--- config.mk ---
export PLATFORM = sky130hd
export DESIGN_NAME = psts_queue
export DESIGN_NICKNAME = d
export VERILOG_FILES = /design/src/design/psts_pkg.sv /design/src/design/psts_queue.sv
export VERILOG_INCLUDE_DIRS = /design/src /design/src/design
export SDC_FILE = /design/constraint.sdc
export NUM_CORES = 1
export LEC_CHECK = 0
export ABC_CLOCK_PERIOD_IN_PS = 1400
export BUFFER_PORTS_ARGS = -buffer_cell sky130_fd_sc_hd__buf_2
export CORE_MARGIN = 2
export CORE_UTILIZATION = 51
export DETAILED_ROUTE_END_ITERATION = 16
export GPL_ROUTABILITY_DRIVEN = 1
export GPL_TIMING_DRIVEN = 0
export PLACE_DENSITY = 0.7
export SYNTH_ARGS = -nofsm -noshare
export SYNTH_HDL_FRONTEND = slang
export SYNTH_SLANG_ARGS = --single-unit
--- constraint.sdc ---
create_clock -name clk -period 1.4 [get_ports clk]
set_input_delay 0 -clock clk [delete_from_list [all_inputs] [get_ports clk]]
set_output_delay 0 -clock clk [all_outputs]
set_load 0.01 [all_outputs]
--- src/design/profile_smooth_threshold_segmenter_macros.svh ---
// ----------------------------------------------------------------------------
// Assertion macros for the profile segmenter
// Concurrent checks that vanish in synthesis builds.
// ----------------------------------------------------------------------------
`ifndef PROFILE_SMOOTH_THRESHOLD_SEGMENTER_MACROS_SVH
`define PROFILE_SMOOTH_THRESHOLD_SEGMENTER_MACROS_SVH

`ifndef SYNTHESIS

// Same-cycle implication, checked at every rising edge outside reset.
`define PSTS_ASSERT_IMP(label, clk, rst_n, ante, cons) \
	label: assert property (@(posedge clk) disable iff (!rst_n) (ante) |-> (cons)) \
		else $error("psts: assertion failed");

// Next-cycle implication, checked at every rising edge outside reset.
`define PSTS_ASSERT_NEXT(label, clk, rst_n, ante, cons) \
	label: assert property (@(posedge clk) disable iff (!rst_n) (ante) |=> (cons)) \
		else $error("psts: assertion failed");

`else

`define PSTS_ASSERT_IMP(label, clk, rst_n, ante, cons)
`define PSTS_ASSERT_NEXT(label, clk, rst_n, ante, cons)

`endif

`endif

--- src/design/psts_pkg.sv ---
// ----------------------------------------------------------------------------
// psts_pkg
// Shared constants, register codes and types of the profile segmenter.
// ----------------------------------------------------------------------------
package psts_pkg;

	// Sizing of the window store and the datapath.
	localparam int MAX_WINDOW    = 4096;
	localparam int SAMPLE_BITS   = 16;
	localparam int POSITION_BITS = 40;

	localparam int IDX_W  = $clog2(MAX_WINDOW);
	localparam int WIN_W  = $clog2(MAX_WINDOW + 1);
	localparam int SUM_W  = SAMPLE_BITS + IDX_W;
	localparam int THR_W  = 16;
	localparam int PROD_W = THR_W + WIN_W;
	localparam int WLEN_W = 13;
	localparam int GAP_W  = 40;

	// Configuration port.
	localparam int CFG_IDX_W  = 2;
	localparam int CFG_DATA_W = 40;

	localparam logic [WLEN_W-1:0] WINDOW_RESET    = WLEN_W'(16);
	localparam logic [THR_W-1:0]  THRESHOLD_RESET = THR_W'(4096);

	// Classification queue between front and back (depth is a power of two).
	localparam int QUEUE_DEPTH = 4;
	localparam int QPTR_W      = $clog2(QUEUE_DEPTH);
	localparam int QCNT_W      = $clog2(QUEUE_DEPTH + 1);

	typedef enum logic [CFG_IDX_W-1:0] {
		CFG_WINDOW_LENGTH   = 2'd0,
		CFG_LEVEL_THRESHOLD = 2'd1,
		CFG_MIN_GAP_LENGTH  = 2'd2
	} psts_cfg_reg_t;

	// Register values as seen by the datapath.
	typedef struct packed {
		logic [WIN_W-1:0] win;
		logic [THR_W-1:0] thr;
		logic [GAP_W-1:0] gap;
	} psts_cfg_t;

	// One classified position as it waits in the queue.
	typedef struct packed {
		logic high;
		logic last;
	} psts_class_t;

	// A zero window behaves as one, a window above the store behaves as the store.
	function automatic logic [WIN_W-1:0] clamp_window(input logic [WLEN_W-1:0] len);
		logic [WIN_W-1:0] res;
		if (len == '0) begin
			res = WIN_W'(1);
		end else if (len > WLEN_W'(MAX_WINDOW)) begin
			res = WIN_W'(MAX_WINDOW);
		end else begin
			res = WIN_W'(len);
		end
		return res;
	endfunction

endpackage

--- src/design/psts_queue.sv ---
// ----------------------------------------------------------------------------
// psts_queue
// Short queue of classified positions between front and back.
// ----------------------------------------------------------------------------
`include "profile_smooth_threshold_segmenter_macros.svh"

module psts_queue (
	input  logic                        clk,
	input  logic                        arst_n,
	input  logic                        push,
	input  psts_pkg::psts_class_t       push_item,
	input  logic                        pop,
	output psts_pkg::psts_class_t       head,
	output logic                        not_empty,
	output logic [psts_pkg::QCNT_W-1:0] count
);

	psts_pkg::psts_class_t        entry_q [psts_pkg::QUEUE_DEPTH];
	logic [psts_pkg::QPTR_W-1:0]  wr_ptr_q;
	logic [psts_pkg::QPTR_W-1:0]  rd_ptr_q;
	logic [psts_pkg::QCNT_W-1:0]  count_q;

	assign head      = entry_q[rd_ptr_q];
	assign not_empty = (count_q != '0);
	assign count     = count_q;

	// Pointers and fill level.
	always_ff @(posedge clk or negedge arst_n) begin
		if (!arst_n) begin
			wr_ptr_q <= '0;
			rd_ptr_q <= '0;
			count_q  <= '0;
		end else begin
			if (push) begin
				wr_ptr_q <= wr_ptr_q + psts_pkg::QPTR_W'(1);
			end
			if (pop) begin
				rd_ptr_q <= rd_ptr_q + psts_pkg::QPTR_W'(1);
			end
			if (push && !pop) begin
				count_q <= count_q + psts_pkg::QCNT_W'(1);
			end else if (pop && !push) begin
				count_q <= count_q - psts_pkg::QCNT_W'(1);
			end
		end
	end

	// Entry storage.
	always_ff @(posedge clk) begin
		if (push) begin
			entry_q[wr_ptr_q] <= push_item;
		end
	end

	`PSTS_ASSERT_IMP(a_no_overflow, clk, arst_n, push,
		count_q < psts_pkg::QCNT_W'(psts_pkg::QUEUE_DEPTH) || pop)

endmodule

# == Word level (Yosys, flattened, before mapping) ==
# Memories as Yosys holds them, arrays and structs flattened.
# Index checks and enable logic that the tools add are counted.
# word_totals
reg_bits,7
latchBits,0
ram_bits,8
rom_bits,0
input_bits,6
out_inout_bits,6
word_cells,18
mem_count,1
# mem_list
name,words,width,read_ports,rd_clocked_by_memory_dff,write_ports,line_no,text
entry_q,4,2,1,0,1,psts_queue.sv:18,psts_pkg::psts_class_t entry_q [psts_pkg::QUEUE_DEPTH];
# classes
n_addsub,4
multipliers,0
div,0
n_lt_le_gt_ge,0
n_eq_ne,0
shift,0
muxes,4
bitwise,0
n_reduce_logical,6
# op_table
op,n
$mux 3,2
$add 2x1->2 const B,2
$add 3x1->3 const B,1
$reduce_bool 3->1,1
$sub 3x1->3 const B,1
$logic_and 1x1->1,2
$logic_not 1->1,2
$mux 1,2
$reduce_bool 2->1,1

# == Logic depth before layout (Yosys ltp) ==
# Gate-level depths: netlist (run 1).
# logic_depth
ltp_word,4
depth_mapped,7
depth_no_buf,7

# == Worst setup path before layout (run 1) ==
# No wires, ideal clock.
# synth_timing
path_kind,reg-to-reg
from,"register count_q, in the netlist count[0]"
to,"register count_q, in the netlist count[2]"
setup_time_ns,0.079
arrival_time_ns,1.254
required_ns,1.321
path_slack_ns,0.066
stages_incl_launch_ff,5
period_less_slack_ns,1.334
path_cell_list,dfrtp_1 fa_1 xor2_1 nor2_1 xor2_1
# synth_between
elab_chain_len,3
# synth_rtl
item,line_no,text
start: declaration,psts_queue.sv:21,logic [psts_pkg::QCNT_W-1:0] count_q;
start signal: assignment,psts_queue.sv:41,count_q <= count_q + psts_pkg::QCNT_W'(1);
start signal: assignment,psts_queue.sv:43,count_q <= count_q - psts_pkg::QCNT_W'(1);
$sub 3x1->3,psts_queue.sv:43,
$mux 3,psts_queue.sv:42,end else if (pop && !push) begin
$mux 3 *,psts_queue.sv:40,if (push && !pop) begin
# Every way passes the cells marked *; elsewhere a longest branch is shown, timed or not. The select of a mux whose other input is x is not followed.
# A chain may end at the register's enable or synchronous reset.

==> summary.txt, run 1 <==
crit path buf inv count = 1
total met3 wirelength after detailed routing = 36 um
# port buffers = 11
Hold Fails Final Rpt = 0
Fmax achieved = 748 MHz
VDD IR max = 0.000988 V
highest-delay cell along the critical path = sky130_fd_sc_hd__mux4_2
power per unit of standard cell area = 1840 mW/mm^2
Initial Utilization = 53.4%
portion of the post-synthesis area used by sequential elements = 61.4%
die span in y = 40.4 um
post-detailed-route count of antenna-violating nets = 0
Syn Area/Cell = 15.7 um^2
Top delay family on crit path = multiplexers
Net Switching = 0.505 mW
root buffer cell = sky130_fd_sc_hd__clkbuf_4
kind of start point of the critical path = flop
final worst path period share = 95.4%
Seq pwr share = 48.0%
Finish-stage setup viols = 0
worst hold-check path type = in -> reg
flop2flop setup slack = 0.12 ns
Top-Level Pins = 12
number of placement rows = 13
Die Outline Area = 0.00163 mm^2
Detail Route met2 WL = 629 um
CTS tree = done
Required @ worst endpoint = 1.40 ns
Switching Fraction = 32.4%
Die X = 40.4 um
RSZ-0062 raised after global routing = yes
post-synthesis instance area = 677 um^2
total inserted antenna cells = 0
utilization of the core after routing = 66.9%
number of clock buffers inserted by TritonCTS = 3
area inside the core boundary = 0.00127 mm^2
last weighted congestion value of the routability-driven placer = 0.636
top library cells by usage in the layout, fill and taps aside = 11 x sky130_fd_sc_hd__buf_2, 8 x sky130_fd_sc_hd__edfxtp_1, 6 x sky130_fd_sc_hd__dfrtp_1, 6 x sky130_fd_sc_hd__dlygate4sd3_1, 5 x sky130_fd_sc_hd__ha_1
total number of vias = 398
growth of design area from synthesis to finish = 25.3%
area share of the largest cell type after synthesis = 35.5%
normalized max-slew margin = 88.0%
maximum level of the CTS H-tree = 1
fraction of layout instances using a drive strength above 1 = 31.8%
CP Capture Type = output port
Synth Net Count = 55
DRC violation count after routing = 0
total area of sequential cells = 417 um^2
post-synthesis cell type count = 14
overall routed net length = 1.11 mm
number of antenna violations at the first check in global routing = 0
most common cell after layout, fill and taps aside = sky130_fd_sc_hd__buf_2
largest net degree at the start of global routing = 9
post-detailed-route wirelength per cell = 13.7 um
uppermost routed layer = met3
global-route wire length before repair = 1.72 mm
clock network power share = 14.9%
Post-Route M1 WL = 443 um
iteration-0 DRC count of the detailed router = 10
P_int = 1.05 mW
half-perimeter wire length after placement = 798 um
result of the run = complete, no violations
Worst EP arrival = 1.34 ns
number of fill cells in the layout = 96
CTS sink count = 15
Max FO, Critical Path = 3
net count of the finished layout = 79
max cap viols = 0
pin slew with the least headroom to its limit = 0.180 ns
post-detailed-route via-to-cell ratio = 4.91
number of global-route vias before repair = 406
type of the worst setup path = reg -> out
number of iterations in the first detailed-routing pass = 4
combined area of the multi-input logic cells = 241 um^2
count of mapped cells out of synthesis = 43
Crit path largest cell delay = 0.50 ns
Pleak = 0.370 nW
biggest area contributors in the synthesized netlist = sky130_fd_sc_hd__edfxtp_1 35%, sky130_fd_sc_hd__dfrtp_1 26%, sky130_fd_sc_hd__ha_1 9.2%, sky130_fd_sc_hd__mux4_1 7.8%, sky130_fd_sc_hd__xor2_1 5.2%
Total Power Consumption = 1.56 mW
Clock Skews = 0.00259 ns
worst-path cell chain = mux4_2, buf_2
post-synthesis register bit count = 15
yosys warns = 0
total routing resource utilization after global routing = 17.2%
register clock-pin slew on the reported worst setup and hold paths = 0.08 ns
min Tclk post-route = 1.34 ns
grt ovf = 0
clock latency of the later-clocked register in the worst-skew pair = 0.28 ns
Slew Viols, Final = 0
cell accounting for the most synthesized area = sky130_fd_sc_hd__edfxtp_1
number of buffers on the longest clock path = 2
power share of the combinational group = 37.1%
-- layer usage --
metal / global-route usage, % / vias up
li1: - / 194
met1: 19.9 / 195
met2: 29.4 / 9
met3: 3.33 / 0
met4: 10.0 / 0
met5: 0 / -
-- cells by family after synthesis --
logic type	Yosys count	share of synthesized area, %
flops	15	61.4
simple gates	8	6.28
xor+xnor	6	7.76
fa+ha+maj	6	12.2
buf+inv	4	2.22
mux	3	9.43
compound gates	1	0.739
-- final cells by class --
cell class	count	share of cell area, %
Sequential cell	15	49.1
Multi-Input combinational cell	24	28.5
Clock buffer	4	3.10
Timing Repair Buffer	19	15.3
Tap cell	15	2.21
Inverter	4	1.77
-- through the flow --
stage | setup TNS, ns | instance area (um^2) | std cells | setup WS (ns) | hold slack [ns]
2_1_floorplan | 0 | 677 | 43 | 0.0665 | -0.296
5_1_grt | -0.0124 | 848 | 81 | -0.0124 | 0.0381
6_report | 0 | 848 | 81 | 0.0638 | 0.0173
3_5_place_dp | 0 | 751 | 69 | 0.00204 | -0.149
4_1_cts | 0 | 852 | 81 | 0.0155 | 0.0182
3_3_place_gp | 0 | 751 | 69 | 0.0881 | -0.157
-- power by group through the flow --
stage,clock network [mW],registers [mW],logic (mW)
final,0.232,0.749,0.578
after global routing,0.250,0.774,0.666
after CTS,0.237,0.739,0.577
after detailed placement,0,0.764,0.503
after global placement,0,0.745,0.475
after floorplan,0,0.756,0.321
-- flip-flops by register name (all words and copies together), names as in the netlist --
register,count
wr_ptr_q,2
entry_q,8
rd_ptr_q,2
count,3
-- repair_timing --
item / 4_1_cts / 5_1_grt
buffers inserted: 2 / 0
resized for setup: 0 / 4
hold buffers: 6 / 0
pin swaps: 0 / 3
endpoints found under the hold margin: 17 / 0
endpoints found under the setup margin: 3 / 3
-- worst reg2reg max path, delay by kind of cell, from the launching register on --
kind / cells / cell delay (ns)
simple gates: 1 / 0.13
xor+xnor: 2 / 0.29
flops: 1 / 0.42
fa+ha+maj: 1 / 0.37
-- cell usage after synthesis --
master                     instances
sky130_fd_sc_hd__and2_1            4
sky130_fd_sc_hd__dfrtp_1           7
sky130_fd_sc_hd__fa_1              1
sky130_fd_sc_hd__or3_1             1
sky130_fd_sc_hd__xnor2_1           2
sky130_fd_sc_hd__xor2_1            4
sky130_fd_sc_hd__nand2_1           2
sky130_fd_sc_hd__o21ai_0           1
sky130_fd_sc_hd__mux4_1            2
sky130_fd_sc_hd__ha_1              5
sky130_fd_sc_hd__edfxtp_1          8
sky130_fd_sc_hd__mux2_2            1
sky130_fd_sc_hd__nor2_1            1
sky130_fd_sc_hd__inv_1             4
-- final timing paths --
check | cells past startpoint | from | endpoint
max reg2reg | 4 | count[1] | count[2]
min in group asynchronous | 2 | arst_n | rd_ptr_q[0]
min reg2reg | 1 | count[2] | count[2]
max | 2 | rd_ptr_q[0] | head[0]
max in group asynchronous | 2 | arst_n | rd_ptr_q[0]
min | 3 | push | wr_ptr_q[1]
No activity file was read; power rests on OpenSTA's default activity.
==> run 2, diff against run 1 <==
--- a/config.mk
+++ b/config.mk
@@ -6,14 +6,15 @@
 export SDC_FILE = /design/constraint.sdc
 export NUM_CORES = 1
 export LEC_CHECK = 0
+export ABC_AREA = 1
 export ABC_CLOCK_PERIOD_IN_PS = 1400
-export BUFFER_PORTS_ARGS = -buffer_cell sky130_fd_sc_hd__buf_2
 export CORE_MARGIN = 2
-export CORE_UTILIZATION = 51
+export CORE_UTILIZATION = 54
 export DETAILED_ROUTE_END_ITERATION = 16
+export DONT_BUFFER_PORTS = 1
 export GPL_ROUTABILITY_DRIVEN = 1
 export GPL_TIMING_DRIVEN = 0
-export PLACE_DENSITY = 0.7
+export PLACE_DENSITY = 0.65
 export SYNTH_ARGS = -nofsm -noshare
 export SYNTH_HDL_FRONTEND = slang
 export SYNTH_SLANG_ARGS = --single-unit
==> summary.txt, run 2 <==
last weighted congestion value of the routability-driven placer = 0.719
half-perimeter wire length after placement = 739 um
crit path buf inv count = 0
iteration-0 DRC count of the detailed router = 11
Top cell by count, worst path = sky130_fd_sc_hd__nand2_1
type of the worst setup path = reg -> reg
grt met1 use = 17.8%
Top delay family on crit path = flip-flops
number of antenna violations at the first check in global routing = 0
Max FO, Critical Path = 4
register clock-pin slew on the reported worst setup and hold paths = 0.08 ns
CTS sink count = 15
die span in y = 40.8 um
total routing resource utilization after global routing = 17.4%
Worst EP arrival = 1.48 ns
total area of sequential cells = 417 um^2
met2 track utilization from global routing = 26.6%
maximum level of the CTS H-tree = 1
power per unit of standard cell area = 1830 mW/mm^2
net count of the finished layout = 93
share of flip-flops with an asynchronous set or reset = 46.7%
biggest area contributors in the synthesized netlist = sky130_fd_sc_hd__edfxtp_1 33%, sky130_fd_sc_hd__dfrtp_1 24%, sky130_fd_sc_hd__nand2_1 10%, sky130_fd_sc_hd__ha_1 8.6%, sky130_fd_sc_hd__inv_1 8.2%
portion of the post-synthesis area used by sequential elements = 56.9%
Pleak = 0.428 nW
number of synthesized flops with an enable pin = 8
grt ovf = 0
Finish-stage setup viols = 0
Synth Net Count = 82
kind of start point of the critical path = flop
Required @ worst endpoint = 1.59 ns
post-detailed-route count of antenna-violating nets = 0
area inside the core boundary = 0.00128 mm^2
CTS tree = done
post-synthesis instance area = 729 um^2
post-synthesis cell type count = 14
total inserted antenna cells = 0
RSZ-0062 raised after global routing = no
Synth Flop Type = sky130_fd_sc_hd__edfxtp_1
post-detailed-route via-to-cell ratio = 4.63
top library cells by usage in the layout, fill and taps aside = 20 x sky130_fd_sc_hd__nand2_1, 16 x sky130_fd_sc_hd__inv_1, 8 x sky130_fd_sc_hd__edfxtp_1
number of global-route vias before repair = 394
final worst path period share = 92.2%
number of placement rows = 13
DRC violation count after routing = 0
fraction of layout instances using a drive strength above 1 = 7.50%
result of the run = complete, no violations
Die X = 40.8 um
highest-delay cell along the critical path = sky130_fd_sc_hd__dfrtp_2
cell accounting for the most synthesized area = sky130_fd_sc_hd__edfxtp_1
number of fill cells in the layout = 103
total number of vias = 440
worst-path cell chain = fa_1, nand2_1, nand3_1, nand2_1, nand2_1
max cap viols = 0
# port buffers = 0
number of clock buffers inserted by TritonCTS = 3
min Tclk post-route = 1.29 ns
root buffer cell = sky130_fd_sc_hd__clkbuf_4
growth of design area from synthesis to finish = 15.1%
CP Capture Type = flop
Hold Fails Final Rpt = 0
pin slew with the least headroom to its limit = 0.314 ns
Crit path largest cell delay = 0.46 ns
VDD IR max = 0.00112 V
number of flip-flops under the largest register name = 8
clock latency of the later-clocked register in the worst-skew pair = 0.29 ns
count leader, synth = sky130_fd_sc_hd__nand2_1
combined area of the multi-input logic cells = 243 um^2
Syn Area/Cell = 10.4 um^2
largest net degree at the start of global routing = 11
normalized max-slew margin = 79.0%
total negative slack = 0 ns
most congested layer reported by global routing = met2
post-synthesis register bit count = 15
post-detailed-route wirelength per cell = 10.4 um
worst hold-check path type = in -> reg
Hold WS = 0.0229 ns
global-route wire length before repair = 1.64 mm
most flop-heavy register = entry_q
Post-CTS Setup Bufs = 0
cell types with the highest counts after synthesis = 20 x sky130_fd_sc_hd__nand2_1, 16 x sky130_fd_sc_hd__inv_1, 8 x sky130_fd_sc_hd__edfxtp_1
Clock Skews = 0.00287 ns
number of buffers on the longest clock path = 2
Slew Viols, Final = 0
overall routed net length = 988 um
yosys warns = 0
met3 track demand over resource = 8.15%
area share of the largest cell type after synthesis = 32.9%
most common cell after layout, fill and taps aside = sky130_fd_sc_hd__nand2_1
Initial Utilization = 56.8%
count of mapped cells out of synthesis = 70
Die Outline Area = 0.00166 mm^2
Fmax achieved = 774 MHz
number of iterations in the first detailed-routing pass = 3
Top-Level Pins = 12
## run 2: changes by cell type in the layout (fill, tap and decap cells not counted), moves of 2 or more
cell / change
sky130_fd_sc_hd__inv_1: +12
sky130_fd_sc_hd__mux4_2: -2
sky130_fd_sc_hd__o211ai_1: +4
sky130_fd_sc_hd__nand2_1: +18
sky130_fd_sc_hd__buf_4: -2
sky130_fd_sc_hd__buf_2: -11
sky130_fd_sc_hd__and2_1: -4
## run 2: per-layer routing
metal	vias up	routed length, um
li1	237	-
met1	190	431
met2	8	464
met3	5	53
met4	0	38
met5	-	0
## run 2: worst reg2reg max path: stages, from the launching register on
cell	delay, ns
sky130_fd_sc_hd__dfrtp_2	0.46
sky130_fd_sc_hd__fa_1	0.45
sky130_fd_sc_hd__nand2_1	0.10
sky130_fd_sc_hd__nand3_1	0.07
sky130_fd_sc_hd__nand2_1	0.06
sky130_fd_sc_hd__nand2_1	0.04
## run 2: where the power goes
part	switching [mW]	internal, mW	total (mW)
Clock	0.140	0.106	0.246
Combinational	0.300	0.235	0.535
Sequential	0.135	0.621	0.756
Total	0.575	0.963	1.54
## run 2: cells by family (layout without fill, tap and decap cells)
logic type                 Yosys count  in the layout  synth area share (%)
adders and majority gates            6              6                  11.3
DFF                                 15             15                  56.9
xor gates and xnor gates             4              4                  4.80
and+or+nand+nor                     23             23                  12.3
AOI/OAI and AO/OA                    5              5                  4.80
buffers and inverters               17             27                  9.78
## run 2: path summary, 6_finish.rpt
kind / startpoint / to / slack [ns] / cells after the start
max in group asynchronous: arst_n / count[0] / 1.12 / 1
setup / recovery: count[0] / count[2] / 0.11 / 5
hold / removal: pop / count[0] / 0.02 / 3
setup reg to reg: count[0] / count[2] / 0.11 / 5
min in group asynchronous: arst_n / rd_ptr_q[1] / 0.03 / 1
hold reg to reg: count[0] / count[0] / 0.56 / 1
## run 2: stage by stage
stage	total power, mW	setup slack, ns	cells	area (um^2)	util [%]
floorplan	1.17	0.156	70	729	-
detailed placement	1.27	0.116	85	748	58.2
global route	1.69	0.00483	95	840	65.3
global placement	1.25	0.115	85	748	58.2
CTS	1.56	0.00307	95	836	65.0
finish	1.54	0.109	95	840	65.3
## run 2: timing repair
item	4_1_cts	5_1_grt
hold buffers	6	0
resized for setup	0	2
hold endpoints to repair	28	0
setup endpoints to repair	0	1
## run 2: cell type report
cell class | count | area share [%]
inverter | 16 | 7.15
timing repair buffer | 6 | 7.45
multi-input combinational | 38 | 28.9
clock buffer | 3 | 2.68
buffer | 1 | 1.34
tap | 15 | 2.24
sequential | 15 | 49.6
clock inverter | 1 | 0.596
==> run 3, diff against run 2 <==
--- a/config.mk
+++ b/config.mk
@@ -8,12 +8,14 @@
 export LEC_CHECK = 0
 export ABC_AREA = 1
 export ABC_CLOCK_PERIOD_IN_PS = 1400
+export CAP_MARGIN = 20
 export CORE_MARGIN = 2
 export CORE_UTILIZATION = 54
 export DETAILED_ROUTE_END_ITERATION = 16
 export DONT_BUFFER_PORTS = 1
 export GPL_ROUTABILITY_DRIVEN = 1
 export GPL_TIMING_DRIVEN = 0
+export MAX_ROUTING_LAYER = met4
 export PLACE_DENSITY = 0.65
 export SYNTH_ARGS = -nofsm -noshare
 export SYNTH_HDL_FRONTEND = slang
==> summary.txt, run 3 (synthesis gave the netlist of run 2 again) <==
result of the run = complete, no violations
root buffer cell = sky130_fd_sc_hd__clkbuf_4
power per unit of standard cell area = 1840 mW/mm^2
number of global-route vias before repair = 400
Top-Level Pins = 12
Fmax achieved = 775 MHz
Die X = 40.8 um
half-perimeter wire length after placement = 739 um
CTS tree = done
highest-delay cell along the critical path = sky130_fd_sc_hd__dfrtp_2
worst hold-check path type = in -> async
Top cell by count, worst path = sky130_fd_sc_hd__nand2_1
crit path buf inv count = 0
grt ovf = 0
Required @ worst endpoint = 1.59 ns
top library cells by usage in the layout, fill and taps aside = 20 x sky130_fd_sc_hd__nand2_1, 16 x sky130_fd_sc_hd__inv_1, 8 x sky130_fd_sc_hd__edfxtp_1
number of clock buffers inserted by TritonCTS = 3
power share of the combinational group = 34.7%
clock network power share = 16.3%
max cap viols = 0
P_int = 0.963 mW
total inserted antenna cells = 0
VDD IR max = 0.00112 V
fraction of layout instances using a drive strength above 1 = 7.50%
number of buffers on the longest clock path = 2
number of flip-flops under the largest register name = 8
DRC violation count after routing = 0
Slew Viols, Final = 0
post-detailed-route count of antenna-violating nets = 0
Max FO, Critical Path = 4
final non-filler cell area = 840 um^2
CTS sink count = 15
type of the worst setup path = reg -> reg
worst-path cell chain = fa_1, nand2_1, nand3_1, nand2_1, nand2_1
post-detailed-route via-to-cell ratio = 4.64
Die Outline Area = 0.00166 mm^2
Post-Route M1 WL = 438 um
net count of the finished layout = 93
total area of sequential cells = 417 um^2
uppermost routed layer = met4
post-detailed-route wirelength per cell = 10.5 um
Detail Route met2 WL = 476 um
# port buffers = 0
area inside the core boundary = 0.00128 mm^2
combined area of the multi-input logic cells = 243 um^2
RSZ-0062 raised after global routing = no
Hold WS = 0.0220 ns
pin slew with the least headroom to its limit = 0.317 ns
Crit path largest cell delay = 0.46 ns
Switching Fraction = 37.5%
final worst path period share = 92.1%
normalized max-slew margin = 78.8%
number of placement rows = 13
die span in y = 40.8 um
growth of design area from synthesis to finish = 15.1%
Initial Utilization = 56.8%
total met3 wirelength after detailed routing = 53 um
Pleak = 0.428 nW
Clock Skews = 0.00709 ns
number of antenna violations at the first check in global routing = 0
global-route wire length before repair = 1.64 mm
total number of vias = 441
Worst EP arrival = 1.48 ns
most common cell after layout, fill and taps aside = sky130_fd_sc_hd__nand2_1
Top delay family on crit path = flip-flops
post-placement cell area = 748 um^2
Hold Fails Final Rpt = 0
Net Switching = 0.579 mW
kind of start point of the critical path = flop
flop2flop setup slack = 0.11 ns
most flop-heavy register = entry_q
overall routed net length = 998 um
total negative slack = 0 ns
Seq pwr share = 49.0%
number of iterations in the first detailed-routing pass = 4
utilization of the core after routing = 65.3%
clock latency of the later-clocked register in the worst-skew pair = 0.29 ns
CP Capture Type = flop
last weighted congestion value of the routability-driven placer = 0.727
register clock-pin slew on the reported worst setup and hold paths = 0.09 ns
largest net degree at the start of global routing = 11
maximum level of the CTS H-tree = 1
number of fill cells in the layout = 103
Finish-stage setup viols = 0
total routing resource utilization after global routing = 17.9%
min Tclk post-route = 1.29 ns
iteration-0 DRC count of the detailed router = 11
==> run 3: layout make-up <==
cell class / count / area share (%)
Clock buffer: 3 / 2.68
Inverter: 16 / 7.15
Sequential cell: 15 / 49.6
Buffer: 1 / 1.34
Timing Repair Buffer: 6 / 7.45
Multi-Input combinational cell: 38 / 28.9
Tap cell: 15 / 2.24
Clock inverter: 1 / 0.596
==> run 3: repair_timing <==
action                                 CTS  global route
gates resized for setup                  0             2
hold buffers                             6             0
setup endpoints to repair                0             1
endpoints found under the hold margin   28             0
buffers inserted                         0             0
==> run 3: worst paths after layout <==
kind                            startpoint          end  cells past startpoint
worst min register to register    count[0]     count[0]                      1
worst max-delay path              count[0]     count[2]                      5
worst min-delay path                arst_n  rd_ptr_q[1]                      1
worst max register to register    count[0]     count[2]                      5
min in group clk                       pop     count[0]                      3
max in group asynchronous           arst_n     count[0]                      1
==> run 3: stage by stage <==
step	std cells	worst slack (ns)	total power, mW
2_1_floorplan	70	0.156	1.17
3_3_place_gp	85	0.115	1.25
3_5_place_dp	85	0.116	1.27
4_1_cts	95	0.00307	1.56
5_1_grt	95	0.00483	1.69
6_report	95	0.110	1.54
==> run 3: worst reg2reg max path: cells and delay by family (launching register included) <==
| kind | cells | cell delay, ns |
|---|---|---|
| simple gates | 4 | 0.27 |
| flops | 1 | 0.46 |
| fa+ha+maj | 1 | 0.45 |
==> run 3: per-layer routing <==
| layer | vias to the layer above | global-route usage [%] |
|---|---|---|
| li1 | 236 | - |
| met1 | 191 | 17.8 |
| met2 | 10 | 26.6 |
| met3 | 4 | 8.15 |
| met4 | 0 | 15.0 |
| met5 | - | - |
==> run 3: power by group through the flow <==
stage               clock [mW]  combinational (mW)  sequential [mW]
global route             0.269               0.643            0.781
global placement             0               0.488            0.761
detailed placement           0               0.499            0.766
finish                   0.251               0.535            0.755
CTS                      0.256               0.544            0.756
floorplan                    0               0.433            0.740
