$ cat config.mk
export PLATFORM = sky130hd
export DESIGN_NAME = psts_back_flat
export DESIGN_NICKNAME = d
export VERILOG_FILES = /design/src/design/psts_pkg.sv /design/src/design/psts_out_if.sv /design/src/design/psts_back.sv /design/src/flat_wrapper.sv
export VERILOG_INCLUDE_DIRS = /design/src /design/src/design
export SDC_FILE = /design/constraint.sdc
export NUM_CORES = 1
export LEC_CHECK = 0
export BUFFER_PORTS_ARGS = -buffer_cell sky130_fd_sc_hd__buf_4
export CAP_MARGIN = 5
export CELL_PAD_IN_SITES_DETAIL_PLACEMENT = 0
export CELL_PAD_IN_SITES_GLOBAL_PLACEMENT = 1
export CORE_MARGIN = 2
export CORE_UTILIZATION = 49
export CTS_CLUSTER_DIAMETER = 150
export DETAILED_ROUTE_END_ITERATION = 10
export PLACE_DENSITY = 0.81
export SYNTH_ARGS = -nofsm -noshare
export SYNTH_HDL_FRONTEND = slang
export SYNTH_SLANG_ARGS = --single-unit
$ cat constraint.sdc
create_clock -name clk -period 16.3 [get_ports clk]
set_clock_uncertainty 0.15 [all_clocks]
set_input_delay 3.26 -clock clk [delete_from_list [all_inputs] [get_ports clk]]
set_output_delay 3.26 -clock clk [all_outputs]
set_load 0.1 [all_outputs]
$ cat src/design/profile_smooth_threshold_segmenter_macros.svh
// ----------------------------------------------------------------------------
// Assertion macros for the profile segmenter
// Concurrent checks that vanish in synthesis builds.
// ----------------------------------------------------------------------------
`ifndef PROFILE_SMOOTH_THRESHOLD_SEGMENTER_MACROS_SVH
`define PROFILE_SMOOTH_THRESHOLD_SEGMENTER_MACROS_SVH

`ifndef SYNTHESIS

// Same-cycle implication, checked at every rising edge outside reset.
`define PSTS_ASSERT_IMP(label, clk, rst_n, ante, cons) \
	label: assert property (@(posedge clk) disable iff (!rst_n) (ante) |-> (cons)) \
		else $error("psts: assertion failed");

// Next-cycle implication, checked at every rising edge outside reset.
`define PSTS_ASSERT_NEXT(label, clk, rst_n, ante, cons) \
	label: assert property (@(posedge clk) disable iff (!rst_n) (ante) |=> (cons)) \
		else $error("psts: assertion failed");

`else

`define PSTS_ASSERT_IMP(label, clk, rst_n, ante, cons)
`define PSTS_ASSERT_NEXT(label, clk, rst_n, ante, cons)

`endif

`endif

$ cat src/design/psts_pkg.sv
// ----------------------------------------------------------------------------
// psts_pkg
// Shared constants, register codes and types of the profile segmenter.
// ----------------------------------------------------------------------------
package psts_pkg;

	// Sizing of the window store and the datapath.
	localparam int MAX_WINDOW    = 4096;
	localparam int SAMPLE_BITS   = 16;
	localparam int POSITION_BITS = 40;

	localparam int IDX_W  = $clog2(MAX_WINDOW);
	localparam int WIN_W  = $clog2(MAX_WINDOW + 1);
	localparam int SUM_W  = SAMPLE_BITS + IDX_W;
	localparam int THR_W  = 16;
	localparam int PROD_W = THR_W + WIN_W;
	localparam int WLEN_W = 13;
	localparam int GAP_W  = 40;

	// Configuration port.
	localparam int CFG_IDX_W  = 2;
	localparam int CFG_DATA_W = 40;

	localparam logic [WLEN_W-1:0] WINDOW_RESET    = WLEN_W'(16);
	localparam logic [THR_W-1:0]  THRESHOLD_RESET = THR_W'(4096);

	// Classification queue between front and back (depth is a power of two).
	localparam int QUEUE_DEPTH = 4;
	localparam int QPTR_W      = $clog2(QUEUE_DEPTH);
	localparam int QCNT_W      = $clog2(QUEUE_DEPTH + 1);

	typedef enum logic [CFG_IDX_W-1:0] {
		CFG_WINDOW_LENGTH   = 2'd0,
		CFG_LEVEL_THRESHOLD = 2'd1,
		CFG_MIN_GAP_LENGTH  = 2'd2
	} psts_cfg_reg_t;

	// Register values as seen by the datapath.
	typedef struct packed {
		logic [WIN_W-1:0] win;
		logic [THR_W-1:0] thr;
		logic [GAP_W-1:0] gap;
	} psts_cfg_t;

	// One classified position as it waits in the queue.
	typedef struct packed {
		logic high;
		logic last;
	} psts_class_t;

	// A zero window behaves as one, a window above the store behaves as the store.
	function automatic logic [WIN_W-1:0] clamp_window(input logic [WLEN_W-1:0] len);
		logic [WIN_W-1:0] res;
		if (len == '0) begin
			res = WIN_W'(1);
		end else if (len > WLEN_W'(MAX_WINDOW)) begin
			res = WIN_W'(MAX_WINDOW);
		end else begin
			res = WIN_W'(len);
		end
		return res;
	endfunction

endpackage

$ cat src/design/psts_out_if.sv
// ----------------------------------------------------------------------------
// psts_out_if
// Region channel: start and end position of one reported low region.
// ----------------------------------------------------------------------------
interface psts_out_if;
	logic                               valid;
	logic                               ready;
	logic [psts_pkg::POSITION_BITS-1:0] low_start;
	logic [psts_pkg::POSITION_BITS-1:0] low_end;

	modport source (output valid, output low_start, output low_end, input ready);
	modport sink (input valid, input low_start, input low_end, output ready);
endinterface

$ cat src/design/psts_back.sv
// ----------------------------------------------------------------------------
// psts_back
// Follows low and high regions over positions and reports low regions that
// are long enough.
// ----------------------------------------------------------------------------
`include "profile_smooth_threshold_segmenter_macros.svh"

module psts_back (
	input  logic                          clk,
	input  logic                          arst_n,
	input  logic [psts_pkg::GAP_W-1:0]    gap,
	input  psts_pkg::psts_class_t         head,
	input  logic                          not_empty,
	output logic                          pop,
	psts_out_if.source                    regions
);

	logic [psts_pkg::POSITION_BITS-1:0] pos_q;
	logic [psts_pkg::POSITION_BITS-1:0] begin_q;
	logic                               in_high_q;
	logic                               out_valid_q;
	logic [psts_pkg::POSITION_BITS-1:0] low_start_q;
	logic [psts_pkg::POSITION_BITS-1:0] low_end_q;

	logic                               first_pos;
	logic [psts_pkg::POSITION_BITS-1:0] region_len;
	logic                               report;

	// Take a position when the output register is free or being emptied.
	assign pop = not_empty && (!out_valid_q || regions.ready);

	// A low region closes on a rise to high or at the end of the stream.
	always_comb begin
		first_pos  = (pos_q == psts_pkg::POSITION_BITS'(1));
		region_len = pos_q - begin_q;
		report     = !first_pos && !in_high_q && (head.high || head.last) &&
			(psts_pkg::GAP_W'(region_len) > gap);
	end

	// Region state and position counter.
	always_ff @(posedge clk or negedge arst_n) begin
		if (!arst_n) begin
			pos_q       <= psts_pkg::POSITION_BITS'(1);
			begin_q     <= psts_pkg::POSITION_BITS'(1);
			in_high_q   <= 1'b0;
			out_valid_q <= 1'b0;
		end else begin
			if (pop) begin
				pos_q <= pos_q + psts_pkg::POSITION_BITS'(1);
				if (first_pos) begin
					in_high_q <= head.high;
					begin_q   <= psts_pkg::POSITION_BITS'(1);
				end else if (head.high && !in_high_q) begin
					in_high_q <= 1'b1;
				end else if (!head.high && in_high_q) begin
					in_high_q <= 1'b0;
					begin_q   <= pos_q;
				end
				out_valid_q <= report;
			end else if (regions.ready) begin
				out_valid_q <= 1'b0;
			end
		end
	end

	// Output payload register.
	always_ff @(posedge clk) begin
		if (pop && report) begin
			low_start_q <= begin_q;
			low_end_q   <= pos_q;
		end
	end

	assign regions.valid     = out_valid_q;
	assign regions.low_start = low_start_q;
	assign regions.low_end   = low_end_q;

	`PSTS_ASSERT_IMP(a_stall_blocks_pop, clk, arst_n, out_valid_q && !regions.ready, !pop)

endmodule

$ cat src/flat_wrapper.sv
// flat-port wrapper written by rule: the top's interface ports become plain ports
module psts_back_flat 
  (clk, arst_n, gap, head, not_empty, pop, regions_valid, regions_low_start, regions_low_end, regions_ready);
  psts_out_if regions_i ();
  input  logic clk;
  input  logic arst_n;
  input  logic [psts_pkg::GAP_W-1:0] gap;
  input  psts_pkg::psts_class_t head;
  input  logic not_empty;
  output logic pop;
  output wire logic [$bits(regions_i.valid)-1:0] regions_valid;
  output wire logic [$bits(regions_i.low_start)-1:0] regions_low_start;
  output wire logic [$bits(regions_i.low_end)-1:0] regions_low_end;
  input wire logic [$bits(regions_i.ready)-1:0] regions_ready;
  assign regions_valid = regions_i.valid;
  assign regions_low_start = regions_i.low_start;
  assign regions_low_end = regions_i.low_end;
  assign regions_i.ready = regions_ready;
  psts_back u_core (.clk(clk), .arst_n(arst_n), .gap(gap), .head(head), .not_empty(not_empty), .pop(pop), .regions(regions_i));
endmodule
-- Yosys cells after proc, flatten, opt, wreduce, memory -nomap -nowiden
Cells that the tools add are included.
- register bits after elaboration: 162
- input bits: 46
- output and inout bits: 82
- logic and storage cells: 37
- $add $sub $neg: 2
- $lt $le $gt $ge: 1
- equal/unequal tests: 2
- multiplexer cells: 8
- reduce and logical (&&, ||, !) cells: 18
- operators with widths (cell ; number):
    $mux W40 ; 3
    $add A40 B1 Y40 const B ; 1
    $eq A40 B1 Y1 const B ; 1
    $gt A40 B40 Y1 ; 1
    $sub A40 B40 Y40 ; 1
    $logic_and A1 B1 Y1 ; 7
    $mux W1 ; 5
    $logic_not A1 Y1 ; 4
    $reduce_bool A2 Y1 ; 2
    $reduce_and A3 Y1 ; 1
    $reduce_bool A3 Y1 ; 1
    $logic_or A1 B1 Y1 ; 2
    $ne A2 B1 Y1 const B ; 1
    $reduce_and A2 Y1 ; 1

-- Logic depth before layout (Yosys ltp)
Gate-level depths: netlist of run 1.
- word-level depth: 6
- depth in mapped cells: 20
- depth with buffers taken out: 20

-- Worst setup path before layout of run 1
No wires, ideal clock.
- kind: in2reg
- start point: input port gap[9] (netlist name)
- end point: register u_core.low_end_q (netlist bit u_core.regions.low_end[0]) (enable)
- library setup time: 640 ps
- data arrival time: 10150 ps
- required time: 15510 ps
- path slack: 5360 ps
- stages: 9
- path buffers: 0
- path through: inv_1 -> ha_1 -> a21o_1 -> nand3_1 -> a21oi_1 -> a2111oi_0 -> o211ai_1 -> nand3_1 -> a211oi_1
- cells in the longest elaborated chain, start to end: 3
- RTL lines (element ; line ; source):
    start: declaration ; flat_wrapper.sv:7 ; input logic [psts_pkg::GAP_W-1:0] gap;
    $gt A40 B40 Y1 ; psts_back.sv:37 ; (psts_pkg::GAP_W'(region_len) > gap);
    $logic_and A1 B1 Y1 ; psts_back.sv:36 ; report = !first_pos && !in_high_q && (head.high || head.last) &&
    $logic_and A1 B1 Y1 ; psts_back.sv:68 ; if (pop && report) begin
    end signal: assignment ; psts_back.sv:70 ; low_end_q <= pos_q;
    end: declaration ; psts_back.sv:23 ; logic [psts_pkg::POSITION_BITS-1:0] low_end_q;
No other way between the ends.
A chain may end at the register's enable or synchronous reset.

-- Worst setup path after layout of run 1
- start point: input port regions_ready
- end point: output port pop
- cells in the longest elaborated chain, start to end: 2
- RTL lines (element ; line ; source):
    start: declaration ; flat_wrapper.sv:14 ; input wire logic [$bits(regions_i.ready)-1:0] regions_ready;
    $logic_or A1 B1 Y1 ; psts_back.sv:30 ; assign pop = not_empty && (!out_valid_q || regions.ready);
    $logic_and A1 B1 Y1 ; psts_back.sv:30 ;
    end: declaration ; flat_wrapper.sv:10 ; output logic pop;
No other way between the ends.

==> results.md, run 1 <==
- Post-CTS setup repair buffer count: 0
- Total global routing track utilization: 0.222
- Initial detailed-routing violation count: 499
- Remaining DRCs: 9
- Final Critical Period: 7620 ps
- Reg2Reg Launch Point: u_core.begin_q[0]
- Max Freq: 0.131 GHz
- Reported leakage power: 5.19 nW
- Final-report hold violation count: 0
- Most frequent cells in the layout: 131 x sky130_fd_sc_hd__buf_4, 97 x sky130_fd_sc_hd__inv_1, 83 x sky130_fd_sc_hd__ha_1
- Die area: 19600 sq um
- Share of synthesized area spent on multiplexers: 0.0459
- Number of buffers added by the clock tree synthesis step: 17
- Share of the clock period used by the worst path after layout: 0.467
- Class of the tightest hold or removal check: flop to flop
- Master of the slowest instance on the critical path: sky130_fd_sc_hd__buf_4
- Fraction of the mapped netlist area in compound gates: 0.109
- Number of enable flip-flop cells after synthesis: 80
- Gpl congestion: 0.900
- Length in cells of the worst reg-to-reg path: 18
- Result of the run: finished, violations left
- Worst-Skew Late Latency: 430 ps
- Power density normalized to cell area: 176 nW/um^2
- Combined area of all synthesized cells: 9080 sq um
- Average wire length per cell after detail routing: 17.4 um
- Total Negative Setup Slacks: 0 ps
- Worst relative slew slack: 0.448
- Main flop type after synthesis: sky130_fd_sc_hd__edfxtp_1
- Setup repair after global routing missed its margin: false
- Origin of the worst min-delay path: u_core.begin_q[15]
- Setup-failing EPs final: 0
- Maximum number of buffers from clock root to sink: 2
- Area fraction in and, or, nand and nor cells after synthesis: 0.113
- Count of yosys warnings during synthesis: 0
- Worst path cell trace: buf_4 -> nand2b_1 -> nand2_1 -> clkinv_1 -> buf_4
- Post-layout nets: 1104
- Vias in the first global route: 6499
- Synthesized-area fraction occupied by xor and xnor cells: 0.0752
- Timing startpoint of the critical path: regions_ready
- Root Driver: sky130_fd_sc_hd__clkbuf_16
- Nature of the critical path startpoint: input pin
- Crit path to: pop
- Critical path's most frequent cell: sky130_fd_sc_hd__buf_4
- Worst-path maximum fanout: 8
- Final routed wirelength across all metal layers: 21100 um
- Clock sink count: 162
- First-pass iteration count of the detailed router: 10
- Capture instance of the worst register-to-register path: u_core.regions.low_end[28]
- Number of vias after detailed routing: 6646
- Async set or reset register ratio after synthesis: 0.506
- Type of destination of the critical path: primary output
- Number of instances in the synthesized netlist: 845
- Net Count, Synth: 975
- Effective utilization at floorplan: 0.502
- Count of buffers inserted at the top-level ports: 127
- Maximum number of pins on one net before global-route repair: 55
- Top-level I/O count: 128
- Worst stage delay on the critical path: 330 ps
- Post-cts sizing count: 0
- Mean instance size in the synthesized netlist: 10.8 sq um
- Placed Cells: 1184
- Cts hold-fix bufs: 0
- Die Wd: 140 um
- Detailed placer's ending HPWL: 15900 um
- Data required time of the critical path: 12890 ps
- Worst hold margin: 317 ps
- Leading cell type in the layout, fill and taps excluded: sky130_fd_sc_hd__buf_4
- Final-report max-slew violation count: 0
- Setup Crit Path Kind: input pin to primary output
- Dominant combinational cell family by area after synthesis: adder cells
- Sum of internal, switching and leakage power: 1.91 mW
- Post-synthesis adder-cell area fraction: 0.117
- CTS tree: done
- Die H: 140 um
- Pin slew with the least headroom to its limit: 824 ps
- Clock transition at path regs: 60 ps
- #FFs+latches synth: 162
- Number of antenna-violating nets in the routed design: 0
- Failing checks: design-rule violations
- Number of violations of the max-capacitance limit: 0
- Internal reg-to-reg setup slack: 10350 ps
- Cell variety after synth: 50
- Wire length of the first global-routing pass: 34500 um
- Post-layout instance count excluding filler cells: 1216
- Number of antenna violations at the first check in global routing: 0
- Proportion of synthesized chip area in sequential cells: 0.491
- Via-per-instance ratio: 5.47
- Number of levels the H-tree was split into: 4
- Arr. time, crit path: 4210 ps
- Share of post-route cells with drive strength above 1: 0.212
- Maximum vdd drop: 0.0987 mV
- Core Footprint: 18100 sq um
- Overflow left after global routing: 0
- Area added between synthesis and finish: 19.5%
- Inserted Diodes: 0
- Number of placement rows: 49
cells in the mapped netlist (all sizes together), types with 2 or more instances:
cell / n / area, sq um
inv: 97 / 364
ha: 83 / 1040
dfrtp: 80 / 2000
edfxtp: 80 / 2400
nand2: 62 / 233
xnor2: 61 / 534
a21oi: 60 / 308
nand4: 39 / 244
mux2: 37 / 417
nor2: 35 / 131
o21ai: 34 / 170
a21o: 21 / 158
nand3: 19 / 95.1
xor2: 17 / 149
clkbuf: 12 / 46.3
and3: 11 / 68.8
nor4: 11 / 68.8
a31oi: 9 / 56.3
buf: 9 / 45.0
nor3: 9 / 50.1
nor2b: 6 / 37.5
o21bai: 6 / 45.0
a211oi: 5 / 37.5
o211ai: 5 / 37.5
a41oi: 4 / 35.0
and2: 4 / 25.0
a21boi: 3 / 22.5
nand2b: 3 / 18.8
or3: 3 / 23.8
a211o: 2 / 17.5
and4: 2 / 17.5
dfstp: 2 / 52.6
o31ai: 2 / 15.0
per-layer routing:
metal | up-vias | part of all wire | track usage
li1 | 3284 | - | -
met1 | 3150 | 0.49 | 0.337
met2 | 196 | 0.44 | 0.331
met3 | 16 | 0.062 | 0.0441
met4 | 0 | 0.0091 | 0.0526
met5 | - | 0 | 0
worst min-delay path by stage:
stage	endpoint	slack [ps]	cells after the start
6_report	u_core.regions.low_start[15]	320	0
5_1_grt	u_core.regions.low_start[33]	330	0
4_1_cts	u_core.regions.low_start[15]	320	0
3_5_place_dp	u_core.regions.low_start[15]	310	0
3_3_place_gp	u_core.regions.low_start[4]	300	0
2_1_floorplan	u_core.regions.low_start[10]	290	0
state kept, by name, summed over array words and instances (netlist names):
| signal | flops |
|---|---|
| u_core.regions.low_end | 40 |
| u_core.begin_q | 40 |
| u_core.pos_q | 40 |
| u_core.regions.valid | 1 |
| u_core.regions.low_start | 40 |
| u_core.in_high_q | 1 |
logic make-up after synthesis:
kind of cell               count (synthesis)
AOI/OAI and AO/OA                        160
xor gates and xnor gates                  78
adders and majority gates                 84
buffers and inverters                    119
DFF                                      162
muxes                                     37
and+or+nand+nor                          205
area by class of cell:
| type | instances | area [sq um] |
|---|---|---|
| Tap cell | 229 | 287 |
| Clock buffer | 20 | 447 |
| Inverter | 98 | 368 |
| Timing Repair Buffer | 131 | 983 |
| Sequential cell | 162 | 4460 |
| Fill cell | 1564 | 7230 |
| Multi-Input combinational cell | 564 | 4190 |
| Clock inverter | 12 | 124 |
metrics by stage:
step,util,worst slack (ps),cell area (sq um)
finish,0.600,8680,10900
global route,0.600,8610,10900
CTS,0.600,8680,10900
detailed placement,0.569,8680,10300
global placement,0.569,8710,10300
floorplan,-,5360,9080
critical path: cells and delay by family:
family                 cells  cell delay (ps)
buffers and inverters      3              690
AND/OR/NAND/NOR            2              250
where the power goes:
part / total (mW) / switching [mW] / internal, mW
Sequential: 0.527 / 0.0341 / 0.492
Clock: 0.386 / 0.169 / 0.217
Combinational: 0.996 / 0.633 / 0.364
No activity file was read; power rests on OpenSTA's default activity.
==> inputs of run 2 (changes only) <==
Settings changed: CORE_UTILIZATION 49 to 41, PLACE_DENSITY 0.81 to 0.72.
Clock period 16.3 ns to 6.8 ns, I/O delays scaled along.
==> results.md, run 2 (synthesis results as in run 1) <==
- Result of the run: finished clean
- Cts hold-fix bufs: 0
- Worst relative slew slack: 0.237
- Type of destination of the critical path: flop
- First-pass iteration count of the detailed router: 5
- Initial detailed-routing violation count: 356
- Die area: 23400 sq um
- Number of vias after detailed routing: 6676
- Gpl congestion: 0.882
- Nature of the critical path startpoint: flop
- Maximum number of buffers from clock root to sink: 2
- Setup Crit Path Kind: flop to flop
- Die H: 153 um
- Number of antenna-violating nets in the routed design: 0
- Area added between synthesis and finish: 21.2%
- Maximum number of pins on one net before global-route repair: 82
- Class of the tightest hold or removal check: flop to flop
- Wire length of the first global-routing pass: 36500 um
- Clock transition at path regs: 60 ps
- Share of post-route cells with drive strength above 1: 0.210
- Placed Instance Area: 10400 sq um
- Detailed-routed wire length on met2: 10300 um
- Vias in the first global route: 6584
- Reg2Reg Launch Point: u_core.begin_q[0]
- Leading cell type in the layout, fill and taps excluded: sky130_fd_sc_hd__buf_4
- Number of antenna violations at the first check in global routing: 0
- Number of violations of the max-capacitance limit: 0
- Top-level I/O count: 128
- Setup repair after global routing missed its margin: false
- Worst-path maximum fanout: 81
- Inserted Diodes: 0
- Number of buffers added by the clock tree synthesis step: 17
- Origin of the worst min-delay path: u_core.begin_q[27]
- Total global routing track utilization: 0.198
- Highest routed metal layer: met4
- Overflow left after global routing: 0
- Die Wd: 153 um
- Final routed wirelength across all metal layers: 22800 um
- Root Driver: sky130_fd_sc_hd__clkbuf_16
- Core Footprint: 21800 sq um
- Metal1 wirelength: 11200 um
- Total Negative Setup Slacks: 0 ps
- Post-CTS setup repair buffer count: 0
- Data required time of the critical path: 6730 ps
- Arr. time, crit path: 5260 ps
- Sum of internal, switching and leakage power: 4.71 mW
- Final-report max-slew violation count: 0
- Final-report hold violation count: 0
- Post-layout nets: 1103
- Most frequent cells in the layout: 129 x sky130_fd_sc_hd__buf_4, 97 x sky130_fd_sc_hd__inv_1, 83 x sky130_fd_sc_hd__ha_1
- Detailed placer's ending HPWL: 17000 um
- Worst-Skew Late Latency: 440 ps
- Power density normalized to cell area: 428 nW/um^2
- Max Freq: 0.188 GHz
- Number of levels the H-tree was split into: 4
- PnR worst setup slack: 1470 ps
- Maximum vdd drop: 0.220 mV
- Number of placement rows: 54
- Remaining DRCs: 0
- Clock sink count: 162
- Via-per-instance ratio: 5.27
- Pin slew with the least headroom to its limit: 1140 ps
- Reported leakage power: 5.24 nW
- Count of buffers inserted at the top-level ports: 127
- DR WL met3: 1010 um
- Average wire length per cell after detail routing: 18.0 um
- Setup-failing EPs final: 0
- Effective utilization at floorplan: 0.418
- Post-cts sizing count: 0
- Timing startpoint of the critical path: u_core.begin_q[0]
- Share of the clock period used by the worst path after layout: 0.784
- Final non-filler cell area: 11000 sq um
- CTS tree: done
- Worst setup slack after placement: 1400 ps
- Final Critical Period: 5330 ps
==> run 2: cell types whose count changed in the layout (fill, tap and decap cells not counted), sizes merged <==
cell / before / now
clkinv: 5 / 3
buf: 131 / 130
clkinvlp: 4 / 1
clkbuf: 20 / 21
bufinv: 1 / 5
==> run 2: report_power, final <==
part           switching (mW)  internal [mW]  total (mW)
registers              0.0790           1.18        1.26
clock network           0.405          0.666        1.07
logic                    1.50          0.879        2.38
total                    1.98           2.73        4.71
==> run 2: worst max-delay path, cell delays in order, from the launching register on <==
cell                       delay [ps]
sky130_fd_sc_hd__dfstp_2          540
sky130_fd_sc_hd__ha_1             170
sky130_fd_sc_hd__inv_1             60
sky130_fd_sc_hd__fa_1             390
sky130_fd_sc_hd__a21o_1           190
sky130_fd_sc_hd__a221oi_2         370
sky130_fd_sc_hd__o221ai_1         260
sky130_fd_sc_hd__a31oi_1          340
sky130_fd_sc_hd__o211ai_1         240
sky130_fd_sc_hd__a21oi_1          200
sky130_fd_sc_hd__xnor2_1           80
sky130_fd_sc_hd__ha_1             290
sky130_fd_sc_hd__nand4_1          150
sky130_fd_sc_hd__nor4_1           420
sky130_fd_sc_hd__nand2_1          140
sky130_fd_sc_hd__a21oi_1          160
sky130_fd_sc_hd__a211oi_1          90
sky130_fd_sc_hd__a211oi_4         250
sky130_fd_sc_hd__buf_12           380
==> run 2: stage by stage <==
step	std cells	utilization	hold slack (ps)
after floorplan	845	-	291
after global placement	1234	0.476	301
after detailed placement	1234	0.476	308
after CTS	1266	0.506	323
after global routing	1266	0.506	331
final	1266	0.506	322
==> run 2: path summary, 6_finish.rpt <==
kind	end	slack, ps	depth (start not counted)
max	u_core.regions.low_start[15]	1470	18
min	u_core.regions.low_start[27]	320	0
max reg2reg	u_core.regions.low_start[15]	1470	18
min reg2reg	u_core.regions.low_start[27]	320	0
max in group asynchronous	u_core.pos_q[32]	4770	2
min in group asynchronous	u_core.pos_q[15]	770	1
==> run 2: cell type report <==
| cell class | instances | area [sq um] |
|---|---|---|
| fill | 2040 | 10700 |
| sequential | 162 | 4460 |
| multi-input combinational | 564 | 4190 |
| timing repair buffer | 130 | 988 |
| clock buffer | 21 | 450 |
| inverter | 98 | 368 |
| tap | 280 | 350 |
| clock inverter | 11 | 201 |
==> run 2: layer usage <==
metal  GRT usage  up-vias
met5           0        -
li1            -     3269
met4      0.0441        0
met1       0.295     3229
met2       0.303      160
met3      0.0363       18
==> inputs of run 3 (changes only) <==
Settings changed: CORE_UTILIZATION 41 to 46, PLACE_DENSITY 0.72 to 0.77.
Clock period 6.8 ns to 5.1 ns, I/O delays scaled along.
==> results.md, run 3 (synthesis results as in run 1) <==
- Setup-failing EPs final: 0
- Number of vias after detailed routing: 6949
- Routing usage on met2: 0.334
- Number of antenna violations at the first check in global routing: 0
- Inserted Diodes: 0
- Number of violations of the max-capacitance limit: 0
- Effective utilization at floorplan: 0.468
- Met3 Resource Use GR: 0.0364
- Worst-path maximum fanout: 12
- Clock sink count: 162
- Die area: 20900 sq um
- Worst relative slew slack: 0.389
- Number of antenna-violating nets in the routed design: 0
- Delay-heaviest family, CP: compound AO/OA/AOI/OAI gates
- Number of placement rows: 51
- CTS tree: done
- Cts hold-fix bufs: 0
- Detailed placer's ending HPWL: 17200 um
- Top-level I/O count: 128
- Total Negative Setup Slacks: 0 ps
- Final cell utilization of the core: 0.595
- Power density normalized to cell area: 572 nW/um^2
- Maximum number of pins on one net before global-route repair: 44
- Final routed wirelength across all metal layers: 23600 um
- Peak-usage layer in the global routing report: met1
- Gpl congestion: 0.898
- Core Footprint: 19400 sq um
- Most frequent cells in the layout: 171 x sky130_fd_sc_hd__buf_4, 96 x sky130_fd_sc_hd__inv_1, 82 x sky130_fd_sc_hd__ha_1
- Vias in the first global route: 6530
- Master of the slowest instance on the critical path: sky130_fd_sc_hd__dfstp_2
- Share of post-route cells with drive strength above 1: 0.262
- Final-report hold violation count: 0
- Maximum number of buffers from clock root to sink: 2
- Worst-Skew Late Latency: 440 ps
- Setup repair after global routing missed its margin: true
- Class of the tightest hold or removal check: flop to flop
- Die H: 145 um
- Area added between synthesis and finish: 27.0%
- Pin slew with the least headroom to its limit: 914 ps
- Setup Crit Path Kind: flop to flop
- Share of the clock period used by the worst path after layout: 0.988
- Sum of internal, switching and leakage power: 6.59 mW
- Number of buffers added by the clock tree synthesis step: 17
- Wire length of the first global-routing pass: 36100 um
- Met1 GRT Util: 0.361
- Arr. time, crit path: 5040 ps
- Maximum vdd drop: 0.418 mV
- Internal reg-to-reg setup slack: 60 ps
- Count of buffers inserted at the top-level ports: 127
- First-pass iteration count of the detailed router: 5
- Worst stage delay on the critical path: 560 ps
- Max Freq: 0.198 GHz
- Remaining DRCs: 0
- Data required time of the critical path: 5100 ps
- Nature of the critical path startpoint: flop
- Number of levels the H-tree was split into: 4
- Worst Path Buf+Inv: 3
- Final Critical Period: 5040 ps
- Clock transition at path regs: 60 ps
- Average wire length per cell after detail routing: 18.1 um
- Post-layout nets: 1153
- Total global routing track utilization: 0.231
- Root Driver: sky130_fd_sc_hd__clkbuf_16
- Result of the run: finished clean
- Type of destination of the critical path: flop
- Final-report max-slew violation count: 0
- Reported leakage power: 5.53 nW
- Overflow left after global routing: 0
- Via-per-instance ratio: 5.34
- Initial detailed-routing violation count: 584
- Worst path cell trace: ha_4 -> inv_2 -> fa_2 -> a21o_1 -> a221oi_4 -> or3_4 -> a31oi_2 -> or3_4 -> a21o_4 -> a21oi_2 -> xnor2_1 -> ha_1 -> nand4_1 -> nor4_4 -> nand2_2 -> a21oi_2 -> a211oi_2 -> a211oi_4 -> buf_12 -> clkbuf_16
- Leading cell type in the layout, fill and taps excluded: sky130_fd_sc_hd__buf_4
- Die Wd: 145 um
run 3: changes by cell type in the layout (fill, tap and decap cells not counted), moves of 2 or more:
cell                        delta
sky130_fd_sc_hd__bufinv_16     -4
sky130_fd_sc_hd__buf_16        +3
sky130_fd_sc_hd__a31oi_2       +2
sky130_fd_sc_hd__buf_4        +42
sky130_fd_sc_hd__a31oi_1       -2
sky130_fd_sc_hd__inv_8         +2
sky130_fd_sc_hd__clkbuf_16     +5
run 3: routing by layer:
layer  routed length (um)  part of all wire
met3                 1450             0.061
met4                  221            0.0094
met5                    0                 0
met2                10300              0.44
met1                11600              0.49
run 3: worst register-to-register path, delay by kind of cell, from the launching register on:
family / cells / cell delay (ps)
AO/OA/AOI/OAI: 8 / 1530
XOR/XNOR: 1 / 90
adder cells (fa/ha/maj): 3 / 750
buffers and inverters: 3 / 470
flip-flops: 1 / 560
AND/OR/NAND/NOR: 5 / 1210
run 3: timing repair:
item,CTS,global route
setup endpoints to repair,80,81
cloned,1,4
pin swaps,4,5
gates resized for setup,5,14
setup buffers,2,3
run 3: area by class of cell:
cell class              instances  area (sq um)
repair buffers                180          1500
multi-input cells             564          4290
flip-flops and latches        162          4460
clock inverters                11           116
inverters                      98           368
well taps                     265           332
clock buffers                  21           472
fillers                      1685          7860
run 3: stage by stage:
step                      setup WS, ps  hold WS, ps  instances  cell area (sq um)
after floorplan                  -1120          291        845               9130
after global placement             112          304       1259              10700
after detailed placement         -36.4          306       1259              10700
after CTS                         30.2          323       1294              11300
after global routing              -131          333       1301              11500
final                             60.9          324       1301              11500
run 3: final timing paths:
check                                        start                      endpoint  cells after the start
worst max register to register   u_core.begin_q[0]     u_core.regions.low_end[2]                     20
worst min-delay path            u_core.begin_q[15]  u_core.regions.low_start[15]                      0
max in group asynchronous                   arst_n            u_core.begin_q[35]                      2
worst max-delay path             u_core.begin_q[0]     u_core.regions.low_end[2]                     20
worst min register to register  u_core.begin_q[15]  u_core.regions.low_start[15]                      0
min in group asynchronous                   arst_n             u_core.begin_q[3]                      1
run 3: power by group:
group / leakage, nW / total [mW] / switching, mW / internal, mW
clock network: 0.284 / 1.27 / 0.548 / 0.726
logic: 3.37 / 3.67 / 2.23 / 1.44
registers: 1.88 / 1.65 / 0.0784 / 1.57
total: 5.53 / 6.59 / 2.86 / 3.73
